==> config.mk <==
export PLATFORM = sky130hd
export DESIGN_NAME = fetch_bundle_builder
export DESIGN_NICKNAME = d
export VERILOG_FILES = /design/src/rtl/core/fbb_pkg.sv /design/src/rtl/core/fbb_front.sv /design/src/rtl/core/fbb_queue.sv /design/src/rtl/core/fbb_back.sv /design/src/rtl/core/fetch_bundle_builder.sv
export SDC_FILE = /design/constraint.sdc
export NUM_CORES = 2
export LEC_CHECK = 0
export ABC_AREA = 1
export BUFFER_PORTS_ARGS = -buffer_cell sky130_fd_sc_hd__clkbuf_2
export CORE_MARGIN = 2
export CORE_UTILIZATION = 30
export DETAILED_ROUTE_END_ITERATION = 10
export PLACE_DENSITY_LB_ADDON = 0.08
export SLEW_MARGIN = 40
export SYNTH_ARGS = -nofsm -noshare
export SYNTH_HDL_FRONTEND = slang
export SYNTH_HIERARCHICAL = 1
export SYNTH_SLANG_ARGS = --single-unit
export TNS_END_PERCENT = 1
==> constraint.sdc <==
create_clock -name clk_i -period 9.1 [get_ports clk_i]
set_clock_uncertainty 0.15 [all_clocks]
set_input_delay 0.91 -clock clk_i [delete_from_list [all_inputs] [get_ports clk_i]]
set_output_delay 0.91 -clock clk_i [all_outputs]
set_load 0.02 [all_outputs]
==> src/rtl/core/fbb_pkg.sv <==
// Package for the fetch bundle builder: constants, codes and beat types.
`default_nettype none
package fbb_pkg;

  localparam int MAX_SLOTS = 16;
  localparam int CNT_W     = 5;
  localparam int QDEPTH    = 4;
  localparam int QPTR_W    = $clog2(QDEPTH);
  localparam int QCNT_W    = $clog2(QDEPTH + 1);

  localparam logic [CNT_W-1:0] BUNDLE_LENGTH_RST = 5'd4;
  localparam logic [CNT_W-1:0] BRANCH_LIMIT_RST  = 5'd2;

  localparam logic CFG_BUNDLE_LENGTH = 1'b0;
  localparam logic CFG_BRANCH_LIMIT  = 1'b1;

  localparam logic ACT_START = 1'b0;
  localparam logic ACT_INSN  = 1'b1;

  localparam logic [31:0] NOP_WORD = 32'h0000_0013;

  localparam logic [6:0] OPC_BRANCH = 7'h63;
  localparam logic [6:0] OPC_JAL    = 7'h6f;
  localparam logic [6:0] OPC_JALR   = 7'h67;

  localparam logic [4:0] REG_ZERO = 5'd0;
  localparam logic [4:0] REG_RA   = 5'd1;

  typedef enum logic [2:0] {
    KIND_NONE     = 3'd0,
    KIND_COND     = 3'd1,
    KIND_JUMP     = 3'd2,
    KIND_CALL     = 3'd3,
    KIND_RETURN   = 3'd4,
    KIND_CALL_IND = 3'd5,
    KIND_JUMP_IND = 3'd6
  } kind_e;

  typedef struct packed {
    logic             slot_valid;
    logic [63:0]      pc;
    logic [31:0]      insn;
    logic [2:0]       kind;
    logic [63:0]      target;
    logic [63:0]      next_pc;
    logic             fault;
    logic [5:0]       cause;
    logic             last;
    logic             pop;
    logic             push;
    logic [CNT_W-1:0] cond_cnt;
  } beat_t;

  typedef struct packed {
    beat_t            beat;
    logic [CNT_W-1:0] fill;
  } q_entry_t;

  typedef struct packed {
    logic full;
    logic empty;
  } q_status_t;

endpackage
`default_nettype wire

==> src/rtl/core/fbb_front.sv <==
// Front end: config registers, bundle state, predecode and next pc prediction.
`default_nettype none
module fbb_front
  import fbb_pkg::*;
(
  input  wire logic             clk_i,
  input  wire logic             rst_ni,
  input  wire logic             cfg_we_i,
  input  wire logic             cfg_idx_i,
  input  wire logic [CNT_W-1:0] cfg_wdata_i,
  input  wire logic             accept_i,
  input  wire logic             action_i,
  input  wire logic [63:0]      start_pc_i,
  input  wire logic [63:0]      branch_predictions_i,
  input  wire logic [63:0]      indirect_target_i,
  input  wire logic [63:0]      return_target_i,
  input  wire logic [31:0]      insn_word_i,
  input  wire logic             fetch_fault_i,
  input  wire logic [5:0]       fault_cause_i,
  output logic                  push_o,
  output q_entry_t              entry_o
);

  logic [CNT_W-1:0] cfg_len_q, cfg_blim_q;
  logic [63:0]      pc_q, pc_d, pred_q, pred_d, ind_q, ind_d, ret_q, ret_d;
  logic [CNT_W-1:0] pos_q, pos_d, bcnt_q, bcnt_d;
  logic             active_q, active_d;
  logic [1:0]       flags_q, flags_d;

  always_ff @(posedge clk_i or negedge rst_ni) begin
    if (!rst_ni) begin
      cfg_len_q  <= BUNDLE_LENGTH_RST;
      cfg_blim_q <= BRANCH_LIMIT_RST;
    end else if (cfg_we_i) begin
      case (cfg_idx_i)
        CFG_BUNDLE_LENGTH: cfg_len_q  <= cfg_wdata_i;
        CFG_BRANCH_LIMIT:  cfg_blim_q <= cfg_wdata_i;
        default: ;
      endcase
    end
  end

  always_comb begin
    logic [CNT_W-1:0] len;
    logic [31:0]      insn;
    logic [6:0]       opc;
    logic [4:0]       rd, rs1;
    logic [63:0]      b_imm, j_imm, seq_pc, npc, tgt;
    logic [2:0]       kind;
    logic             ends, last;
    logic [CNT_W-1:0] pos_n, bcnt_n;
    logic [1:0]       flags_n;
    logic [63:0]      pred_n;

    if (cfg_len_q == '0) begin
      len = CNT_W'(1);
    end else if (cfg_len_q > CNT_W'(MAX_SLOTS)) begin
      len = CNT_W'(MAX_SLOTS);
    end else begin
      len = cfg_len_q;
    end

    insn   = fetch_fault_i ? NOP_WORD : insn_word_i;
    opc    = insn[6:0];
    rd     = insn[11:7];
    rs1    = insn[19:15];
    b_imm  = {{51{insn[31]}}, insn[31], insn[7], insn[30:25], insn[11:8], 1'b0};
    j_imm  = {{43{insn[31]}}, insn[31], insn[19:12], insn[20], insn[30:21], 1'b0};
    seq_pc = pc_q + 64'd4;
    npc    = seq_pc;
    tgt    = '0;
    kind   = KIND_NONE;
    ends   = fetch_fault_i;
    bcnt_n = bcnt_q;
    flags_n = flags_q;
    pred_n = pred_q;

    case (opc)
      OPC_BRANCH: begin
        kind   = KIND_COND;
        tgt    = pc_q + b_imm;
        npc    = pred_q[1] ? tgt : seq_pc;
        pred_n = {2'b00, pred_q[63:2]};
        bcnt_n = bcnt_q + CNT_W'(1);
        if (bcnt_n == cfg_blim_q) begin
          ends = 1'b1;
        end
      end
      OPC_JAL: begin
        tgt = pc_q + j_imm;
        npc = tgt;
        if (rd == REG_RA) begin
          kind       = KIND_CALL;
          flags_n[1] = 1'b1;
          ends       = 1'b1;
        end else begin
          kind = KIND_JUMP;
        end
      end
      OPC_JALR: begin
        ends = 1'b1;
        if (rd == REG_ZERO && rs1 == REG_RA) begin
          kind       = KIND_RETURN;
          npc        = ret_q;
          flags_n[0] = 1'b1;
        end else if (rd == REG_RA) begin
          kind       = KIND_CALL_IND;
          npc        = ind_q;
          flags_n[1] = 1'b1;
        end else begin
          kind = KIND_JUMP_IND;
          npc  = ind_q;
        end
      end
      default: ;
    endcase

    pos_n = pos_q + CNT_W'(1);
    last  = pos_n >= len;

    entry_o.beat.slot_valid = 1'b1;
    entry_o.beat.pc         = pc_q;
    entry_o.beat.insn       = insn;
    entry_o.beat.kind       = kind;
    entry_o.beat.target     = tgt;
    entry_o.beat.next_pc    = npc;
    entry_o.beat.fault      = fetch_fault_i;
    entry_o.beat.cause      = fetch_fault_i ? fault_cause_i : 6'd0;
    entry_o.beat.last       = last;
    entry_o.beat.pop        = flags_n[0];
    entry_o.beat.push       = flags_n[1];
    entry_o.beat.cond_cnt   = bcnt_n;
    entry_o.fill            = (!last && ends) ? (len - pos_n) : '0;

    push_o   = 1'b0;
    pc_d     = pc_q;
    pred_d   = pred_q;
    ind_d    = ind_q;
    ret_d    = ret_q;
    pos_d    = pos_q;
    bcnt_d   = bcnt_q;
    active_d = active_q;
    flags_d  = flags_q;

    if (accept_i) begin
      if (action_i == ACT_START) begin
        pc_d     = start_pc_i;
        pred_d   = branch_predictions_i;
        ind_d    = indirect_target_i;
        ret_d    = return_target_i;
        pos_d    = '0;
        bcnt_d   = '0;
        flags_d  = '0;
        active_d = 1'b1;
      end else if (active_q) begin
        push_o  = 1'b1;
        pc_d    = npc;
        pred_d  = pred_n;
        bcnt_d  = bcnt_n;
        flags_d = flags_n;
        if (last || ends) begin
          active_d = 1'b0;
          pos_d    = '0;
        end else begin
          pos_d = pos_n;
        end
      end
    end
  end

  always_ff @(posedge clk_i or negedge rst_ni) begin
    if (!rst_ni) begin
      pc_q     <= '0;
      pred_q   <= '0;
      ind_q    <= '0;
      ret_q    <= '0;
      pos_q    <= '0;
      bcnt_q   <= '0;
      active_q <= 1'b0;
      flags_q  <= '0;
    end else begin
      pc_q     <= pc_d;
      pred_q   <= pred_d;
      ind_q    <= ind_d;
      ret_q    <= ret_d;
      pos_q    <= pos_d;
      bcnt_q   <= bcnt_d;
      active_q <= active_d;
      flags_q  <= flags_d;
    end
  end

endmodule
`default_nettype wire

==> src/rtl/core/fbb_queue.sv <==
// Small slot queue between the predecode front end and the beat sequencer.
`default_nettype none
module fbb_queue
  import fbb_pkg::*;
(
  input  wire logic     clk_i,
  input  wire logic     rst_ni,
  input  wire logic     push_i,
  input  q_entry_t      entry_i,
  input  wire logic     pop_i,
  output q_entry_t      head_o,
  output q_status_t     status_o
);

  q_entry_t           mem_q [QDEPTH];
  logic [QPTR_W-1:0]  wr_ptr_q, rd_ptr_q;
  logic [QCNT_W-1:0]  cnt_q;

  assign status_o.full  = cnt_q == QCNT_W'(QDEPTH);
  assign status_o.empty = cnt_q == '0;
  assign head_o         = mem_q[rd_ptr_q];

  always_ff @(posedge clk_i) begin
    if (push_i) begin
      mem_q[wr_ptr_q] <= entry_i;
    end
  end

  always_ff @(posedge clk_i or negedge rst_ni) begin
    if (!rst_ni) begin
      wr_ptr_q <= '0;
      rd_ptr_q <= '0;
      cnt_q    <= '0;
    end else begin
      if (push_i) begin
        wr_ptr_q <= wr_ptr_q + QPTR_W'(1);
      end
      if (pop_i) begin
        rd_ptr_q <= rd_ptr_q + QPTR_W'(1);
      end
      case ({push_i, pop_i})
        2'b10:   cnt_q <= cnt_q + QCNT_W'(1);
        2'b01:   cnt_q <= cnt_q - QCNT_W'(1);
        default: ;
      endcase
    end
  end

  a_no_push_full: assert property (@(posedge clk_i) disable iff (!rst_ni)
    !(push_i && status_o.full))
    else $error("queue push while full");

  a_no_pop_empty: assert property (@(posedge clk_i) disable iff (!rst_ni)
    !(pop_i && status_o.empty))
    else $error("queue pop while empty");

endmodule
`default_nettype wire

==> src/rtl/core/fbb_back.sv <==
// Back end: output beat register, emits each real slot then its filler slots.
`default_nettype none
module fbb_back
  import fbb_pkg::*;
(
  input  wire logic     clk_i,
  input  wire logic     rst_ni,
  input  q_entry_t      head_i,
  input  q_status_t     q_status_i,
  output logic          pop_o,
  output logic          out_valid_o,
  input  wire logic     out_stall_i,
  output beat_t         beat_o
);

  logic             vld_q, vld_d;
  beat_t            out_q, out_d;
  logic [CNT_W-1:0] fill_q, fill_d;
  logic             load;

  assign load = !vld_q || !out_stall_i;

  always_comb begin
    vld_d  = vld_q;
    out_d  = out_q;
    fill_d = fill_q;
    pop_o  = 1'b0;
    if (load) begin
      if (fill_q != '0) begin
        // filler keeps next pc, stack flags and branch count of the bundle
        vld_d            = 1'b1;
        out_d.slot_valid = 1'b0;
        out_d.pc         = '0;
        out_d.insn       = '0;
        out_d.kind       = KIND_NONE;
        out_d.target     = '0;
        out_d.fault      = 1'b0;
        out_d.cause      = '0;
        out_d.last       = fill_q == CNT_W'(1);
        fill_d           = fill_q - CNT_W'(1);
      end else if (!q_status_i.empty) begin
        pop_o  = 1'b1;
        vld_d  = 1'b1;
        out_d  = head_i.beat;
        fill_d = head_i.fill;
      end else begin
        vld_d = 1'b0;
      end
    end
  end

  always_ff @(posedge clk_i or negedge rst_ni) begin
    if (!rst_ni) begin
      vld_q  <= 1'b0;
      fill_q <= '0;
    end else begin
      vld_q  <= vld_d;
      fill_q <= fill_d;
    end
  end

  always_ff @(posedge clk_i) begin
    out_q <= out_d;
  end

  assign out_valid_o = vld_q;
  assign beat_o      = out_q;

  a_fill_has_beat: assert property (@(posedge clk_i) disable iff (!rst_ni)
    fill_q != '0 |-> vld_q)
    else $error("fillers pending without a beat in the output register");

  a_last_no_fill: assert property (@(posedge clk_i) disable iff (!rst_ni)
    vld_q && out_q.last |-> fill_q == '0)
    else $error("last beat shown while fillers still pending");

  a_filler_after_bundle: assert property (@(posedge clk_i) disable iff (!rst_ni)
    vld_q && !out_q.slot_valid && !out_stall_i && fill_q != '0 |=> !out_q.slot_valid)
    else $error("real slot broke into a filler run");

endmodule
`default_nettype wire

==> src/rtl/core/fetch_bundle_builder.sv <==
// Top level of the fetch bundle builder: front end, slot queue and beat sequencer.
//
//  channel  | direction | handshake               | payload
//  ---------+-----------+-------------------------+-------------------------------------
//  in       | input     | in_valid_i / in_stall_o | action, start state, insn, fault
//  out      | output    | out_valid_o/out_stall_i | one slot beat, real or filler
//  cfg      | input     | cfg_we_i                | cfg_idx_i, cfg_wdata_i
//
//  An input beat is taken every cycle while the four-entry slot queue has room.
//  A real slot passes the slot queue and output register; fillers follow one per
//  cycle while out_stall_i is low; a closed bundle has a beat per configured slot.
//  Reset closes any open bundle and empties the queue and output register.
//  in_stall_o rises only when the queue is full, backed up by out_stall_i or by
//  filler runs that take longer than the instruction beats arriving.
`default_nettype none
module fetch_bundle_builder
  import fbb_pkg::*;
(
  input  wire logic             clk_i,
  input  wire logic             rst_ni,
  input  wire logic             cfg_we_i,
  input  wire logic             cfg_idx_i,
  input  wire logic [CNT_W-1:0] cfg_wdata_i,
  input  wire logic             in_valid_i,
  output logic                  in_stall_o,
  input  wire logic             action_i,
  input  wire logic [63:0]      start_pc_i,
  input  wire logic [63:0]      branch_predictions_i,
  input  wire logic [63:0]      indirect_target_i,
  input  wire logic [63:0]      return_target_i,
  input  wire logic [31:0]      insn_word_i,
  input  wire logic             fetch_fault_i,
  input  wire logic [5:0]       fault_cause_i,
  output logic                  out_valid_o,
  input  wire logic             out_stall_i,
  output logic                  slot_valid_o,
  output logic [63:0]           slot_pc_o,
  output logic [31:0]           slot_insn_o,
  output logic [2:0]            branch_kind_o,
  output logic [63:0]           slot_target_o,
  output logic [63:0]           next_pc_o,
  output logic                  fault_o,
  output logic [5:0]            slot_fault_cause_o,
  output logic                  last_slot_o,
  output logic                  pop_stack_o,
  output logic                  push_stack_o,
  output logic [CNT_W-1:0]      cond_branch_count_o
);

  logic      accept, push, pop;
  q_entry_t  entry, head;
  q_status_t q_status;
  beat_t     beat;

  assign in_stall_o = q_status.full;
  assign accept     = in_valid_i && !in_stall_o;

  fbb_front u_front (
    .clk_i,
    .rst_ni,
    .cfg_we_i,
    .cfg_idx_i,
    .cfg_wdata_i,
    .accept_i             (accept),
    .action_i,
    .start_pc_i,
    .branch_predictions_i,
    .indirect_target_i,
    .return_target_i,
    .insn_word_i,
    .fetch_fault_i,
    .fault_cause_i,
    .push_o               (push),
    .entry_o              (entry)
  );

  fbb_queue u_queue (
    .clk_i,
    .rst_ni,
    .push_i   (push),
    .entry_i  (entry),
    .pop_i    (pop),
    .head_o   (head),
    .status_o (q_status)
  );

  fbb_back u_back (
    .clk_i,
    .rst_ni,
    .head_i      (head),
    .q_status_i  (q_status),
    .pop_o       (pop),
    .out_valid_o,
    .out_stall_i,
    .beat_o      (beat)
  );

  assign slot_valid_o        = beat.slot_valid;
  assign slot_pc_o           = beat.pc;
  assign slot_insn_o         = beat.insn;
  assign branch_kind_o       = beat.kind;
  assign slot_target_o       = beat.target;
  assign next_pc_o           = beat.next_pc;
  assign fault_o             = beat.fault;
  assign slot_fault_cause_o  = beat.cause;
  assign last_slot_o         = beat.last;
  assign pop_stack_o         = beat.pop;
  assign push_stack_o        = beat.push;
  assign cond_branch_count_o = beat.cond_cnt;

endmodule
`default_nettype wire

==> impl_metrics.tcl <==
set metrics [dict create \
    place.port_buffers 519 \
    cp-end-kind "flip-flop" \
    htree_levels 4 \
    synth_area_per_cell_um2 9.510 \
    yosysTopAreaCell "edfxtp_1" \
    rsz0062_at_grt "no" \
    max_clock_freq_mhz 182.3 \
    relSlewSlack_pct 33.87 \
    synth.cell_area_um2 74890 \
    synth_edf_count 1235 \
    cp.arrival_ns 6.06 \
    die_width_um 503.6 \
    holdWs_ns 0.09639 \
    path_buf_inv 3 \
    synth_top_area_share_pct 49.52 \
    core_um2 248400 \
    finalSetupViolCount 0 \
    routedWlPerCell_um 25.79 \
    cts_max_path_buffers 3 \
    crit_path_start "fetch_fault_i" \
    layout-drive-gt1-share_pct 14.94 \
    holdCritStartpoint "indirect_target_i[8]" \
    path_max_fanout 29 \
    vias 57950 \
    io_pins 552 \
    area_delta_synth_final_pct 15.15 \
    clk_pin_slew_ns 0.06 \
    dpl.hpwl_mm 222.1 \
    final_area_um2 86240 \
    cts.sinks 1495 \
    rows 183 \
    firstDrtPassIters 6 \
    antenna_found_initial 39 \
    synthTopCellsByArea "edfxtp_1 (50%), nand2_1 (12%), dfrtp_1 (8.6%)" \
    grt_overflow 0 \
    grt_pass1_vias 54920 \
    min_period_ns 5.485 \
    syn_inst 7875 \
    yosysMostFrequentCell "nand2_1" \
    worst_slew_pin_slew_ns 0.9815 \
    grt.total_usage_pct 23.60 \
    max-vdd-ir-drop_uv 209.6 \
    setup_tns_ns 0 \
    worst_path_most_repeated_cell "nand2_1" \
    ant_nets 0 \
    fp.dieArea_um2 253700 \
    ys_ff_latch 1495 \
    synth_common_cells "nand2_1 (2454), edfxtp_1 (1235), inv_1 (1156)" \
    critPathKind "primary input to flip-flop" \
    crit_path_cell_trace "clkbuf_2 -> buf_4 -> nor2_1 -> ha_1 -> nand2_1 -> inv_1 -> a21oi_1 -> nand3_1 -> nand2_1 -> nand2_1 -> nand2_1 -> nand2_1 -> nand2_1 -> nand3_1 -> nand2_1 -> nand2_1 -> nand3_1 -> nand3_1 -> nor2_1 -> o21ai_1" \
    p_per_area_nw_per_um2 305.6 \
    crit_family "simple AND/OR/NAND/NOR gates" \
    synth_warnings 6 \
    r2r_start "u_front/pc_q[2]$_DFFE_PN0P_" \
    grt_first_pass_wirelength_mm 422.0 \
    avgViaCountPerCell 4.909 \
    finalCritPeriodShare_pct 60.28 \
    synthDistinctLibCells 70 \
    p_leak_nw 37.22 \
    grt_max_degree 193 \
    synth_fp_nets 8223 \
    fillCellCount 25680 \
    cts_resized 0 \
    cts_tree "yes" \
    cts_buffers 174 \
    drv_slew 0 \
    max_cap_violations 0 \
    clk-insertion-delay-late_ns 0.86 \
    finalHoldViolCount 0 \
    placed_area_um2 80440 \
    hp-class "primary input to flip-flop" \
    ys.flop_type "edfxtp_1" \
    slowest_stage "nor2_1" \
    drc 0 \
    globalplace.congestion 1.006 \
    synthArstFlopShare_pct 17.39 \
    finalNetCount 8667 \
    status "finished, final reports clean" \
    root_buffer "clkbuf_16" \
    die_h_um 503.6 \
    drt_iter0_markers 5355 \
    start_util_pct 30.15 \
    max_stage_delay_ns 0.73 \
    crit_required_ns 9.68 \
    yosysSeqAreaShare_pct 58.21 \
    totalWireLength_mm 304.4 \
    cp-start-kind "primary input" \
]
## tightest hold or removal path, stage by stage
cell and delay [ns]:
clkbuf_2 0.07, nand2_1 0.04, nand2_1 0.04
## per-stage QoR
step / util, % / cells / worst slack [ns] / total power (W)
2_1_floorplan: - / 7875 / 1.684 / 0.01598
3_3_place_gp: 32.33 / 11470 / 2.933 / 0.01946
3_5_place_dp: 32.38 / 11470 / 2.913 / 0.01952
4_1_cts: 34.66 / 11790 / 3.845 / 0.02661
5_1_grt: 34.71 / 11800 / 3.455 / 0.02781
6_report: 34.71 / 11800 / 3.615 / 0.02635
## layer usage
metal  vias up  part of all wire, %  global-route usage (%)
li1      26940                    -                       -
met1     28620                   47                   34.57
met2      1996                   43                   35.03
met3       358                  6.8                   4.367
met4        30                  3.3                   7.347
met5         -                0.066                       0
## state kept, by name (all words and copies together), names as in the netlist
signal / flops
u_front/bcnt_q: 5
u_back/out_valid_o: 1
u_front/pc_q: 64
u_front/active_q: 1
u_front/flags_q: 2
u_back/beat_o: 243
u_front/pred_q: 32
u_back/fill_q: 5
u_front/ret_q: 64
u_front/cfg_len_q: 5
u_queue/wr_ptr_q: 2
u_queue/cnt_q: 3
u_front/ind_q: 64
u_queue/mem_q: 992
u_queue/rd_ptr_q: 2
u_front/pos_q: 5
u_front/cfg_blim_q: 5
## cell usage in the layout, fill, tap and decap left out, types with 84 or more instances in the layout
cell,synthesis,routed
inv_1,1156,1149
edfxtp_1,1235,1235
clkbuf_16,0,177
nand2_1,2454,2453
nor2_4,145,147
clkbuf_2,0,517
nand3_1,395,394
buf_4,26,84
o211ai_1,427,427
dfrtp_1,258,250
nor2_1,477,474
nand4_1,115,115
a21oi_1,115,112
o21ai_0,174,161
## logic make-up (layout without fill, tap and decap cells)
group	Yosys count	in the layout	share of synthesized area [%]
and+or+nand+nor	3768	3768	22.03
adders and majority gates	41	41	0.7251
DFF	1495	1495	58.21
buffers and inverters	1561	2152	9.255
xor gates and xnor gates	47	47	0.5697
AOI/OAI and AO/OA	962	962	9.210
other	1	9	0.005007
## timing repair
| item | in CTS | in global routing |
|---|---|---|
| setup buffers | 0 | 0 |
| hold buffers | 1 | 0 |
| hold endpoints to repair | 59 | 0 |
## path summary, 6_finish.rpt
kind                                                  end  slack [ns]  depth (start not counted)
setup / recovery             u_front/pc_q[38]$_DFFE_PN0P_        3.61                         20
hold / removal               u_front/ind_q[8]$_DFFE_PN0P_         0.1                          3
setup reg to reg           u_queue/mem_q[3][69]$_DFFE_PP_        4.27                         16
hold reg to reg             u_front/ret_q[31]$_DFFE_PN0P_        0.32                          2
max in group asynchronous    u_front/pc_q[54]$_DFFE_PN0P_        7.14                          4
min in group asynchronous  u_front/pred_q[11]$_DFFE_PN0P_        0.49                          3
## final cells by class
cell class	count	area, µm²	share of cell area (%)
diodes	8	20.02	0.02321
clock buffers	225	4639	5.380
clock inverters	98	1016	1.178
inverters	1199	4561	5.288
multi-input cells	4819	24460	28.36
flip-flops and latches	1495	43610	50.57
well taps	3330	4167	4.831
repair buffers	630	3769	4.370
## power breakdown
group / switching (W) / internal [W] / leakage [nW]
combinational: 0.00711 / 0.00239 / 19.7
clock: 0.00294 / 0.00402 / 2.75
sequential: 0.00101 / 0.00889 / 14.7
total: 0.0111 / 0.0153 / 37.2
No activity file was read; power rests on OpenSTA's default activity.
